**config.mk**
```make
export PLATFORM = sky130hd
export DESIGN_NAME = mfde_ctrl
export DESIGN_NICKNAME = d
export VERILOG_FILES = /design/src/rtl/core/mfde_pkg.sv /design/src/rtl/core/mfde_ctrl.sv
export SDC_FILE = /design/constraint.sdc
export NUM_CORES = 1
export LEC_CHECK = 0
export BUFFER_PORTS_ARGS = -buffer_cell sky130_fd_sc_hd__buf_2
export CORE_MARGIN = 2
export CORE_UTILIZATION = 28
export DETAILED_ROUTE_END_ITERATION = 8
export SLEW_MARGIN = 25
export SYNTH_ARGS = -nofsm -noshare
export SYNTH_HDL_FRONTEND = slang
export SYNTH_SLANG_ARGS = --single-unit
```
**constraint.sdc**
```tcl
create_clock -name clk -period 2.2 [get_ports clk]
set_input_delay 0.11 -clock clk [delete_from_list [all_inputs] [get_ports clk]]
set_output_delay 0.11 -clock clk [all_outputs]
set_load 0.03 [all_outputs]
```
**src/rtl/core/mfde_pkg.sv**
```systemverilog
// mfde_pkg: shared types, opcodes and defaults for the monochrome frame buffer draw engine.
// No dependencies; every other file in rtl/core except mfde_ram refers to it by scoped names.
package mfde_pkg;

  // default screen geometry
  localparam int SCREEN_WIDTH_DEF  = 128;
  localparam int SCREEN_HEIGHT_DEF = 64;
  localparam int STORE_BYTES_DEF   = 1024;

  // pixel byte index width (255 * 32 + 31 fits)
  localparam int IDX_W   = 14;
  // midpoint circle decision variable width
  localparam int DELTA_W = 20;
  // divider numerator width (magnitude of offset * minor delta)
  localparam int DIV_W   = 16;

  // command opcodes
  localparam logic [2:0] OP_PIXEL  = 3'd0;
  localparam logic [2:0] OP_LINE   = 3'd1;
  localparam logic [2:0] OP_RECT   = 3'd2;
  localparam logic [2:0] OP_FILL   = 3'd3;
  localparam logic [2:0] OP_DISC   = 3'd4;
  localparam logic [2:0] OP_CLEAR  = 3'd5;
  localparam logic [2:0] OP_READ   = 3'd6;
  localparam logic [2:0] OP_UNUSED = 3'd7;

  typedef struct packed {
    logic [2:0] opcode;
    logic [7:0] x_a;
    logic [7:0] y_a;
    logic [7:0] x_b;
    logic [7:0] y_b;
    logic [7:0] radius;
    logic [9:0] read_index;
  } in_item_t;

  typedef struct packed {
    logic [7:0] read_data;
    logic       was_read;
  } out_item_t;

  // controller -> datapath
  typedef struct packed {
    logic load_item;
    logic clr_step;
    logic rd_addr;
    logic rd_capture;
    logic px_read;
    logic px_write;
    logic ln_load;
    logic ln_setup;
    logic ln_mul;
    logic div_start;
    logic ln_point;
    logic ln_step;
    logic edge_next;
    logic row_init;
    logic row_next;
    logic dc_init;
    logic dc_point;
    logic dc_oct_next;
    logic dc_step;
    logic push;
  } mfde_cmd_t;

  // datapath -> controller
  typedef struct packed {
    logic       clr_last;
    logic       hit;
    logic       prod_zero;
    logic       div_busy;
    logic       ln_end;
    logic       edge_last;
    logic       fill_ok;
    logic       rows_ok;
    logic       filling;
    logic       row_last;
    logic       r_zero;
    logic       oct_last;
    logic       dc_cont;
    logic       out_free;
    logic [2:0] opcode;
  } mfde_sts_t;

endpackage

```
**src/rtl/core/mfde_ctrl.sv**
```systemverilog
// mfde_ctrl: command sequencer for the draw engine (clear sweep, read, pixel, line,
// rectangle and disc walks). Depends on mfde_pkg.
module mfde_ctrl (
  input  logic                clk,
  input  logic                rst_n,
  input  logic                in_valid,
  output logic                in_stall,
  input  mfde_pkg::mfde_sts_t sts,
  output mfde_pkg::mfde_cmd_t cmd
);

  localparam logic [4:0] S_IDLE     = 5'd0;
  localparam logic [4:0] S_DISPATCH = 5'd1;
  localparam logic [4:0] S_CLR      = 5'd2;
  localparam logic [4:0] S_RD_ADDR  = 5'd3;
  localparam logic [4:0] S_RD_DATA  = 5'd4;
  localparam logic [4:0] S_DONE     = 5'd5;
  localparam logic [4:0] S_PX_RD    = 5'd6;
  localparam logic [4:0] S_PX_WR    = 5'd7;
  localparam logic [4:0] S_PX_NEXT  = 5'd8;
  localparam logic [4:0] S_LN_LOAD  = 5'd9;
  localparam logic [4:0] S_LN_SETUP = 5'd10;
  localparam logic [4:0] S_LN_MUL   = 5'd11;
  localparam logic [4:0] S_LN_DIV   = 5'd12;
  localparam logic [4:0] S_LN_WAIT  = 5'd13;
  localparam logic [4:0] S_LN_PT    = 5'd14;
  localparam logic [4:0] S_LN_END   = 5'd15;
  localparam logic [4:0] S_DC_INIT  = 5'd16;
  localparam logic [4:0] S_DC_PT    = 5'd17;
  localparam logic [4:0] S_DC_STEP  = 5'd18;

  logic [4:0] state_r, state_nxt;
  logic       boot_r, boot_nxt;

  assign in_stall = (state_r != S_IDLE);

  // next state and commands
  always_comb begin
    state_nxt = state_r;
    boot_nxt  = boot_r;
    cmd       = '0;
    case (state_r)
      S_IDLE: begin
        if (in_valid) begin
          cmd.load_item = 1'b1;
          state_nxt     = S_DISPATCH;
        end
      end
      S_DISPATCH: begin
        case (sts.opcode)
          mfde_pkg::OP_PIXEL: state_nxt = S_PX_RD;
          mfde_pkg::OP_LINE:  state_nxt = S_LN_LOAD;
          mfde_pkg::OP_RECT:  state_nxt = S_LN_LOAD;
          mfde_pkg::OP_FILL:  state_nxt = S_LN_LOAD;
          mfde_pkg::OP_DISC:  state_nxt = S_DC_INIT;
          mfde_pkg::OP_CLEAR: state_nxt = S_CLR;
          mfde_pkg::OP_READ:  state_nxt = S_RD_ADDR;
          default:            state_nxt = S_DONE;
        endcase
      end
      S_CLR: begin
        cmd.clr_step = 1'b1;
        if (sts.clr_last) begin
          boot_nxt  = 1'b0;
          state_nxt = boot_r ? S_IDLE : S_DONE;
        end
      end
      S_RD_ADDR: begin
        cmd.rd_addr = 1'b1;
        state_nxt   = S_RD_DATA;
      end
      S_RD_DATA: begin
        cmd.rd_capture = 1'b1;
        state_nxt      = S_DONE;
      end
      S_DONE: begin
        if (sts.out_free) begin
          cmd.push  = 1'b1;
          state_nxt = S_IDLE;
        end
      end
      // pixel read-modify-write, skipped when clipped
      S_PX_RD: begin
        if (sts.hit) begin
          cmd.px_read = 1'b1;
          state_nxt   = S_PX_WR;
        end else begin
          state_nxt = S_PX_NEXT;
        end
      end
      S_PX_WR: begin
        cmd.px_write = 1'b1;
        state_nxt    = S_PX_NEXT;
      end
      S_PX_NEXT: begin
        case (sts.opcode)
          mfde_pkg::OP_LINE, mfde_pkg::OP_RECT, mfde_pkg::OP_FILL: begin
            if (sts.ln_end) begin
              state_nxt = S_LN_END;
            end else begin
              cmd.ln_step = 1'b1;
              state_nxt   = S_LN_MUL;
            end
          end
          mfde_pkg::OP_DISC: begin
            if (sts.oct_last) begin
              state_nxt = S_DC_STEP;
            end else begin
              cmd.dc_oct_next = 1'b1;
              state_nxt       = S_DC_PT;
            end
          end
          default: state_nxt = S_DONE;
        endcase
      end
      // line walk
      S_LN_LOAD: begin
        cmd.ln_load = 1'b1;
        state_nxt   = S_LN_SETUP;
      end
      S_LN_SETUP: begin
        cmd.ln_setup = 1'b1;
        state_nxt    = S_LN_MUL;
      end
      S_LN_MUL: begin
        cmd.ln_mul = 1'b1;
        state_nxt  = S_LN_DIV;
      end
      S_LN_DIV: begin
        if (sts.prod_zero) begin
          state_nxt = S_LN_PT;
        end else begin
          cmd.div_start = 1'b1;
          state_nxt     = S_LN_WAIT;
        end
      end
      S_LN_WAIT: begin
        if (!sts.div_busy) begin
          state_nxt = S_LN_PT;
        end
      end
      S_LN_PT: begin
        cmd.ln_point = 1'b1;
        state_nxt    = S_PX_RD;
      end
      // line end: a line is done; otherwise rectangle edges, then fill rows
      S_LN_END: begin
        if (sts.opcode == mfde_pkg::OP_LINE) begin
          state_nxt = S_DONE;
        end else if (!sts.edge_last) begin
          cmd.edge_next = 1'b1;
          state_nxt     = S_LN_LOAD;
        end else if (!sts.filling) begin
          if (sts.fill_ok && sts.rows_ok) begin
            cmd.row_init = 1'b1;
            state_nxt    = S_LN_LOAD;
          end else begin
            state_nxt = S_DONE;
          end
        end else if (sts.row_last) begin
          state_nxt = S_DONE;
        end else begin
          cmd.row_next = 1'b1;
          state_nxt    = S_LN_LOAD;
        end
      end
      // disc: concentric circles from the radius down
      S_DC_INIT: begin
        if (sts.r_zero) begin
          state_nxt = S_DONE;
        end else begin
          cmd.dc_init = 1'b1;
          state_nxt   = S_DC_PT;
        end
      end
      S_DC_PT: begin
        cmd.dc_point = 1'b1;
        state_nxt    = S_PX_RD;
      end
      S_DC_STEP: begin
        cmd.dc_step = 1'b1;
        state_nxt   = sts.dc_cont ? S_DC_PT : S_DC_INIT;
      end
      default: state_nxt = S_IDLE;
    endcase
  end

  always_ff @(posedge clk) begin
    if (!rst_n) begin
      state_r <= S_CLR;
      boot_r  <= 1'b1;
    end else begin
      state_r <= state_nxt;
      boot_r  <= boot_nxt;
    end
  end

endmodule
```
# --- Word level (Yosys, flattened, before mapping) ---
# Index checks and enable logic that the tools add are counted.
word_totals:
  register_bits: 6
  input_bits: 20
  output_inout_bits: 21
  wordCells: 91
classes:
  n_eq_ne: 28
  mux: 53
  reduce_logical: 8
ops:
  columns: ["operator", "count"]
  rows:
  - ["one-hot mux 5 bit (18 select lines)", 1]
  - ["== test 5 x 4 -> 1 bit, second input constant", 8]
  - ["two-way mux 5 bit", 8]
  - ["two-way mux 1 bit", 32]
  - ["one-hot mux 5 bit (5 select lines)", 1]
  - ["== test 5 x 3 -> 1 bit, second input constant", 4]
  - ["== test 5 bit, second input constant", 3]
  - ["two-way mux 3 bit", 4]
  - ["two-way mux 4 bit", 3]
  - ["== test 5 x 2 -> 1 bit, second input constant", 2]
  - ["one-hot mux 5 bit (2 select lines)", 1]
  - ["== test 3 bit, second input constant", 3]
  - ["inequality test 2 bit, second input constant", 4]
  - ["== test 3 x 2 -> 1 bit, second input constant", 2]
  - ["two-way mux 2 bit", 3]
  - ["== test 5 x 1 -> 1 bit, second input constant", 1]
  - ["logical NOT 5 bit", 1]
  - ["nonzero test 5 bit", 1]
  - ["AND reduction 4 bit", 1]
  - ["== test 3 x 1 -> 1 bit, second input constant", 1]
  - ["logical NOT 3 bit", 1]
  - ["OR reduction 3 bit", 1]
  - ["AND reduction 2 bit", 1]
  - ["OR reduction 2 bit", 1]
  - ["logical AND 1 bit", 1]

# --- Longest topological paths before layout ---
# Gate-level depths: netlist of run 1.
logic_depth:
  word_depth: 6
  mapped_depth: 7
  depth_no_buf: 5

# --- Worst setup path after synthesis of run 1 ---
# No wires, ideal clock.
synth_path:
  kind: "register -> output"
  startpoint: "register state_r[4]"
  endpoint: "output port cmd[2] in the netlist's numbering"
  arrival_ns: 1.961
  required_ns: 2.090
  setup_slack_ns: 0.129
  path_stages_with_launch: 6
  path_buffers: 2
  path_cell_list: "dfxtp_1 buf_6 or3b_4 or3_1 buf_6 nor3_1"
synth_lines:
  columns: ["item", "line_no", "text"]
  rows:
  - ["start, declared", "mfde_ctrl.sv:32", "logic [4:0] state_r, state_nxt;"]
  - ["start signal, assigned", "mfde_ctrl.sv:193", "state_r <= state_nxt;"]
  - ["end, declared", "mfde_ctrl.sv:9", "output mfde_pkg::mfde_cmd_t cmd"]

==> results of run 1 <==
==> logic make-up (layout without fill, tap and decap cells) <==
kind of cell    after synthesis  count (layout)  share of synthesized area [%]
simple gates                 79              79                           46.0
compound gates               38              38                           32.5
buf+inv                      12              51                           7.01
flops                         6               6                           13.5
xor+xnor                      1               1                          0.982
==> sequential cells by signal, indices dropped and copies added, names as in the netlist <==
signal and flops:
boot_r 1, state_r 5
==> routing by layer <==
metal | global-route usage [%] | wire, µm
met4 | 5.59 | 13
met5 | 0 | 0
met1 | 22.4 | 1260
met2 | 23.4 | 1180
met3 | 0.853 | 223
==> per-stage QoR <==
stage	util [%]	hold slack [ns]	setup WS, ns	instance area [µm²]
final	38.1	0.158	0.213	1160
after detailed placement	37.4	0.414	0.445	1140
after CTS	38.1	0.151	0.202	1160
after global placement	37.4	0.415	0.447	1140
after global routing	38.1	0.158	0.109	1160
after floorplan	-	0.228	0.129	892
==> synthesized netlist by cell type (2+ instances only) <==
cell type,number
nor2_1,18
nand2_1,14
nor3_1,12
nand2b_1,8
a21oi_1,7
clkbuf_1,7
dfxtp_1,6
nor2b_1,5
o21ai_0,5
nand3_1,4
o22ai_1,4
a31oi_1,3
and3_1,3
nor3b_1,3
o21a_1,3
buf_2,2
buf_6,2
nand3b_1,2
nand4_1,2
nor4_1,2
nor4b_1,2
==> power groups by stage <==
stage | clock, mW | combinational, mW | sequential, mW
after CTS | 0.105 | 0.846 | 0.222
after floorplan | 0 | 0.677 | 0.158
final | 0.0994 | 0.847 | 0.223
after global routing | 0.112 | 0.930 | 0.234
after detailed placement | 0 | 0.845 | 0.224
after global placement | 0 | 0.852 | 0.221
==> how the worst min path moves through the flow <==
stage	cells past startpoint	end	from	slack (ns)
after floorplan	1	state_r[4]	rst_n	0.23
after global placement	2	state_r[4]	rst_n	0.42
after detailed placement	2	state_r[4]	rst_n	0.41
after CTS	2	state_r[4]	rst_n	0.15
after global routing	2	state_r[4]	rst_n	0.16
final	2	state_r[4]	rst_n	0.16
==> area by class of cell <==
class / instances / share of cell area, %
clock buffer: 3 / 1.94
multi-input combinational: 118 / 61.0
inverter: 1 / 0.323
tap: 44 / 4.73
sequential: 6 / 10.3
timing repair buffer: 47 / 21.7
==> flow_summary.toml, run 1 <==
[outcome]
run_status = "completed"

[pwr]
swShare_pct = 52.8
clock_power_share_pct = 8.5
switchingPower_mw = 0.618
pwr-share-comb_pct = 72.4
internal_power_mw = 0.552
seqPwrFrac_pct = 19.1
ir_worst_vdd_mv = 0.283
leakage_nw = 0.506
p_per_area_nw_per_um2 = 1010
power_mw = 1.17

[synth]
netlist_instances = 136
ys_types = 43
yosysSeqAreaShare_pct = 13.5
syn_area_um2 = 892
async_reset_ff_share_pct = 0
synthTopCellsByArea = "dfxtp_1 (13%), nor2_1 (7.6%), nor3_1 (6.7%)"
syn_avg_cell_area_um2 = 6.56
synth_seq_cells = 6
synth_top_area_cell = "dfxtp_1"
synth-edff-count = 0
syn-num-nets = 156
netlist.area_leader.share_pct = 13.5
ys.flop_type = "dfxtp_1"
ys_warn_count = 0

[placement]
dpl.cell_count = 216
place_hpwl_um = 2140
numPortBuffers = 40
gp_congestion = 0.883

[clock_network]
cts_tree = "built"
postCtsHoldBufs = 0
cts_buffers = 3
clk_latency_ns = 0.24
numClockSinks = 6
path_clk_slew_ns = 0.04
cts.htree.levels = 1
post_cts_buffers = 0
clk_path_buf_depth = 2
cts_resized = 0
cts-root-buf = "clkbuf_4"

[final_layout]
drive_above_1_share_pct = 33.1
nFillCells = 359
final_net_count = 197
final_cell_mix = "buf_2 (40), nor2_1 (18), nand2_1 (14)"
register_area_um2 = 120
multi_input_area_um2 = 709
final_cell_count_no_fill = 219
syn2layout_area_growth_pct = 30.4
n_antenna_cell = 0
layout_commonest_cell = "buf_2"

[setup_path]
slowest_stage = "or3_1"
r2r_start = "state_r[1]"
slowest_delay_ns = 0.48
crit_chain = "or3b_4 -> or3_1 -> nor3_1 -> buf_2"
cp-end-kind = "output pin"
critPathLaunchType = "register"
reg2reg_depth = 5
startpoint = "state_r[3]"
worstPathArrival_ns = 1.88
crit_type = "reg -> out"
crit_path_end = "cmd[2]"
critical-path-top-delay-family = "simple AND/OR/NAND/NOR gates"
r2r_slack_ns = 0.43
required_ns = 2.09
worstReg2RegEnd = "state_r[0]"
cp_max_fo = 9
crit_buf_inv = 1
cp_num_cells = 4

[sta]
timing.final.crit_share_pct = 90.3
finalCriticalPeriod_ns = 1.99
final_max_slew_viol_count = 0
finalHoldViolCount = 0
rsz0062_at_grt = "false"
max_slew_margin_pct = 62.5
finalSetupTns_ns = 0
tightest_slew_ns = 0.561
setup_viol = 0
fmax_mhz = 503
clock_skew_ns = 0.00319

[global_routing]
grt_overflow = 0
grt_pass1_vias = 962
grt_usage_pct = 15.2
antenna_found_initial = 0
grt_start_max_net_pins = 20
grt_first_pass_wirelength_um = 4290

[run]
drv_cap = 0

[detailed_routing]
drt_iter0_markers = 91
drc = 0
dr.pass1.iters = 4
routed_wl_um = 2670
wire_per_inst_um = 12.2
vias = 1118
via_per_inst = 5.11
ant_nets = 0

[die]
die_h_um = 60.4
num_io_pins = 41
die_x_um = 60.4
die-area_um2 = 3650
initial_utilization_pct = 29.2
row_count = 20
core-area_um2 = 3050

[hold_path]
hold_class = "in -> reg"
(Power assumes the default switching activity.)
==> run 2: changes to the inputs <==
--- a/config.mk
+++ b/config.mk
@@ -9,6 +9,7 @@
 export CORE_MARGIN = 2
 export CORE_UTILIZATION = 28
 export DETAILED_ROUTE_END_ITERATION = 8
+export REMOVE_ABC_BUFFERS = 1
 export SLEW_MARGIN = 25
 export SYNTH_ARGS = -nofsm -noshare
 export SYNTH_HDL_FRONTEND = slang
==> flow_summary.toml, run 2 (synthesis results as in run 1) <==
[clock_network]
post_cts_buffers = 0
cts_tree = "built"
clk_latency_ns = 0.24
numClockSinks = 6
cts_buffers = 3
cts_resized = 0
cts.htree.levels = 1
cts-root-buf = "clkbuf_4"
path_clk_slew_ns = 0.04
postCtsHoldBufs = 0
clk_path_buf_depth = 2

[die]
core-area_um2 = 3050
initial_utilization_pct = 29.2
num_io_pins = 41
die-area_um2 = 3650
die_x_um = 60.4
row_count = 20
die_h_um = 60.4

[sta]
max_slew_margin_pct = 57.2
holdWs_ns = 0.152
timing.final.crit_share_pct = 92.1
finalSetupTns_ns = 0
final_max_slew_viol_count = 0
finalCriticalPeriod_ns = 2.03
fmax_mhz = 493
worst_slack_ns = 0.173
rsz0062_at_grt = "false"
tightest_slew_ns = 0.642
clock_skew_ns = 0.00259
setup_viol = 0
finalHoldViolCount = 0

[global_routing]
grt_use_met3_pct = 0.426
grt_overflow = 0
grt_usage_pct = 15.6
grt_pass1_vias = 1007
grtUsageMet2_pct = 28.1
grt_start_max_net_pins = 21
grt_first_pass_wirelength_um = 4420
met1_usage_pct = 19.9
antenna_found_initial = 0
top_usage_layer = "met2"

[final_layout]
syn2layout_area_growth_pct = 29.6
final_net_count = 196
multi_input_area_um2 = 709
nFillCells = 354
reg_top3 = "state_r: 5 flops, boot_r: 1 flops"
drive_above_1_share_pct = 32.8
n_antenna_cell = 0
largest-register = "state_r"
final_cell_mix = "buf_2 (40), nor2_1 (18), nand2_1 (14)"
largest_register_ff_count = 5
layout_commonest_cell = "buf_2"
register_area_um2 = 120
final_cell_count_no_fill = 218

[detailed_routing]
via_per_inst = 5.07
ant_nets = 0
vias = 1105
dr.pass1.iters = 4
drc = 0
routed_wl_um = 2740
drt_iter0_markers = 86
wire_per_inst_um = 12.5

[run]
drv_cap = 0

[setup_path]
crit_type = "reg -> out"
critPathLaunchType = "register"
crit_chain = "or3b_4 -> or3_1 -> nor3_1 -> buf_2"
slowest_stage = "or3_1"
worstPathArrival_ns = 1.92
required_ns = 2.09
slowest_delay_ns = 0.48
cp_max_fo = 9
cp-end-kind = "output pin"

[pwr]
power_mw = 1.14
leakage_nw = 0.502
ir_worst_vdd_mv = 0.183
p_per_area_nw_per_um2 = 990

[hold_path]
hold_class = "in -> reg"

[placement]
dp_slack_ns = 0.306
numPortBuffers = 40
place_hpwl_um = 2210
dpl.cell_count = 215
gp_congestion = 0.921

[outcome]
run_status = "completed"
run 2: layout make-up:
class                   instances  share of cell area [%]
multi-input cells             118                    61.4
flip-flops and latches          6                    10.4
well taps                      44                    4.76
repair buffers                 46                    21.2
clock buffers                   3                    1.95
inverters                       1                   0.325
run 2: final timing paths:
check / from / to / slack (ns) / depth (start not counted)
setup / recovery: state_r[4] / cmd[2] / 0.17 / 4
hold / removal: rst_n / state_r[4] / 0.15 / 2
hold reg to reg: boot_r / boot_r / 0.46 / 1
setup reg to reg: state_r[1] / state_r[0] / 0.28 / 5
run 2: metrics by stage:
step | utilization (%) | instance area [µm²]
6_report | 37.9 | 1160
5_1_grt | 37.9 | 1160
4_1_cts | 37.9 | 1160
3_5_place_dp | 37.1 | 1130
3_3_place_gp | 37.1 | 1130
2_1_floorplan | - | 833
run 2: power breakdown:
part / total (mW) / switching, mW / internal, mW
combinational: 0.806 / 0.479 / 0.327
clock: 0.0969 / 0.0354 / 0.0614
sequential: 0.242 / 0.0959 / 0.146
total: 1.14 / 0.611 / 0.534
run 2: worst max-delay path: cells and delay by family (launching register included):
family | cells | cell delay [ns]
buffers and inverters | 1 | 0.22
DFF | 1 | 0.32
and+or+nand+nor | 3 | 1.13
run 2: layer usage:
| metal | vias to the layer above | part of all wire, % |
|---|---|---|
| li1 | 578 | - |
| met1 | 493 | 47 |
| met2 | 32 | 48 |
| met3 | 2 | 4.1 |
| met4 | 0 | 0.59 |
| met5 | - | 0 |
==> run 3: changes to the inputs <==
--- a/config.mk
+++ b/config.mk
@@ -5,6 +5,7 @@
 export SDC_FILE = /design/constraint.sdc
 export NUM_CORES = 1
 export LEC_CHECK = 0
+export ABC_AREA = 1
 export BUFFER_PORTS_ARGS = -buffer_cell sky130_fd_sc_hd__buf_2
 export CORE_MARGIN = 2
 export CORE_UTILIZATION = 28
==> flow_summary.toml, run 3 <==
[setup_path]
r2r_start = "state_r[4]"
r2r_slack_ns = 0.75
crit_type = "reg -> out"
required_ns = 2.09
slowest_stage = "dfxtp_1"
crit_chain = "inv_2 -> nand3_2 -> nor2_2 -> nand3_1 -> nor2_1 -> buf_2"
worstReg2RegEnd = "state_r[2]"
slowest_delay_ns = 0.36
critPathLaunchType = "register"
cp_max_fo = 8
cp-end-kind = "output pin"
worstPathArrival_ns = 1.54
reg2reg_depth = 8

[synth]
netlist_instances = 154
ys_types = 20
synth-edff-count = 0
synth.top_cells.by_count = "nand2_1 (42), inv_1 (29), nor2_1 (23), nand3_1 (19), o21ai_0 (7)"
ys_warn_count = 0
syn_avg_cell_area_um2 = 5.09
async_reset_ff_share_pct = 0
synthTopCellsByArea = "nand2_1 (20%), dfxtp_1 (15%), inv_1 (14%)"
netlist.area_leader.share_pct = 20.1
ys.flop_type = "dfxtp_1"
yosysSeqAreaShare_pct = 15.3
synth_seq_cells = 6
synth_most_common_cell = "nand2_1"
synth_top_area_cell = "nand2_1"
syn_area_um2 = 785

[detailed_routing]
ant_nets = 0
dr.pass1.iters = 4
drc = 0
drt_iter0_markers = 48
via_per_inst = 4.71
vias = 1075
wire_per_inst_um = 10.3
routed_wl_um = 2350

[final_layout]
final_cell_mix = "nand2_1 (42), buf_2 (40), inv_1 (29)"
layout_commonest_cell = "nand2_1"
largest-register = "state_r"
largest_register_ff_count = 5
final_core_util_pct = 38.6
reg_top3 = "state_r: 5 flops, boot_r: 1 flops"
n_antenna_cell = 0
syn2layout_area_growth_pct = 33.3
drive_above_1_share_pct = 28.4
final_net_count = 219

[hold_path]
holdPathStages = 2
min_from = "rst_n"
hold_end = "boot_r"
hold_class = "in -> reg"

[clock_network]
cts-root-buf = "clkbuf_4"
cts_resized = 0
post_cts_buffers = 0
cts.htree.levels = 1
cts_buffers = 3
cts_tree = "built"
clk_latency_ns = 0.24
postCtsHoldBufs = 0
clk_path_buf_depth = 2
numClockSinks = 6
path_clk_slew_ns = 0.05

[sta]
max_slew_margin_pct = 82.7
tightest_slew_ns = 0.258
fmax_mhz = 607
worst_slack_ns = 0.553
timing.final.crit_share_pct = 74.9
clock_skew_ns = 0.00586
final_max_slew_viol_count = 0
holdWs_ns = 0.0722
finalCriticalPeriod_ns = 1.65
finalHoldViolCount = 0
setup_viol = 0
rsz0062_at_grt = "false"
finalSetupTns_ns = 0

[placement]
numPortBuffers = 40
gp_congestion = 0.893
place_hpwl_um = 2040
dp_slack_ns = 0.760

[global_routing]
grt_pass1_vias = 881
grt_overflow = 0
grt_start_max_net_pins = 9
grt_usage_pct = 13.9
antenna_found_initial = 0
grt_first_pass_wirelength_um = 3670

[die]
initial_utilization_pct = 28.9
num_io_pins = 41
row_count = 19
die_h_um = 56.9
die_x_um = 56.9
core-area_um2 = 2710
die-area_um2 = 3240

[outcome]
run_status = "completed"

[pwr]
p_per_area_nw_per_um2 = 929
ir_worst_vdd_mv = 0.699
power_mw = 0.972
leakage_nw = 0.682

[run]
drv_cap = 0
-- run 3: cell types whose count changed after synthesis, moves of 4 or more --
cell | before | now
inv_2 | 0 | 4
nor3_1 | 12 | 5
inv_1 | 1 | 29
nand3_1 | 4 | 19
nand2b_1 | 8 | 0
nor2_1 | 18 | 23
clkbuf_1 | 7 | 0
nor2b_1 | 5 | 0
nand2_1 | 14 | 42
-- run 3: cell type report --
| cell class | count | area, µm² |
|---|---|---|
| fill | 324 | 1660 |
| sequential | 6 | 120 |
| inverter | 33 | 124 |
| tap | 31 | 38.8 |
| timing repair buffer | 40 | 200 |
| multi-input combinational | 115 | 541 |
| clock buffer | 3 | 22.5 |
-- run 3: logic make-up after synthesis --
| group | Yosys count | share of synthesized area (%) |
|---|---|---|
| buffers and inverters | 33 | 15.8 |
| AOI/OAI and AO/OA | 14 | 9.89 |
| DFF | 6 | 15.3 |
| and+or+nand+nor | 101 | 59.0 |
-- run 3: report_power, final --
group | leakage (nW) | switching, mW | internal, mW
sequential | 0.0493 | 0.0466 | 0.147
clock | 0.0138 | 0.0382 | 0.0616
combinational | 0.619 | 0.476 | 0.203
total | 0.682 | 0.561 | 0.411
-- run 3: per-layer routing --
layer  global-route usage (%)  routed length, µm
met5                        0                  0
met4                     3.99                 18
met3                     2.04                226
met2                     21.8               1040
met1                     19.8               1060
-- run 3: how the worst max path moves through the flow --
stage                    start    endpoint  slack [ns]  cells after the start
floorplan           state_r[0]  state_r[4]        0.57                      5
global placement    state_r[4]  state_r[1]        0.75                      9
detailed placement  state_r[4]  state_r[1]        0.76                      9
CTS                 state_r[0]      cmd[2]        0.54                      6
global route        state_r[0]      cmd[2]        0.35                      6
finish              state_r[4]      cmd[6]        0.55                      6
-- run 3: through the flow --
step / cell area, µm² / std cells
2_1_floorplan: 785 / 154
3_3_place_gp: 1020 / 225
3_5_place_dp: 1020 / 225
4_1_cts: 1050 / 228
5_1_grt: 1050 / 228
6_report: 1050 / 228
-- run 3: worst max-delay path: cells and delay by family, from the launching register on --
kind,cells,cell delay (ns)
AND/OR/NAND/NOR,4,0.57
buffers and inverters,2,0.36
flip-flops,1,0.36
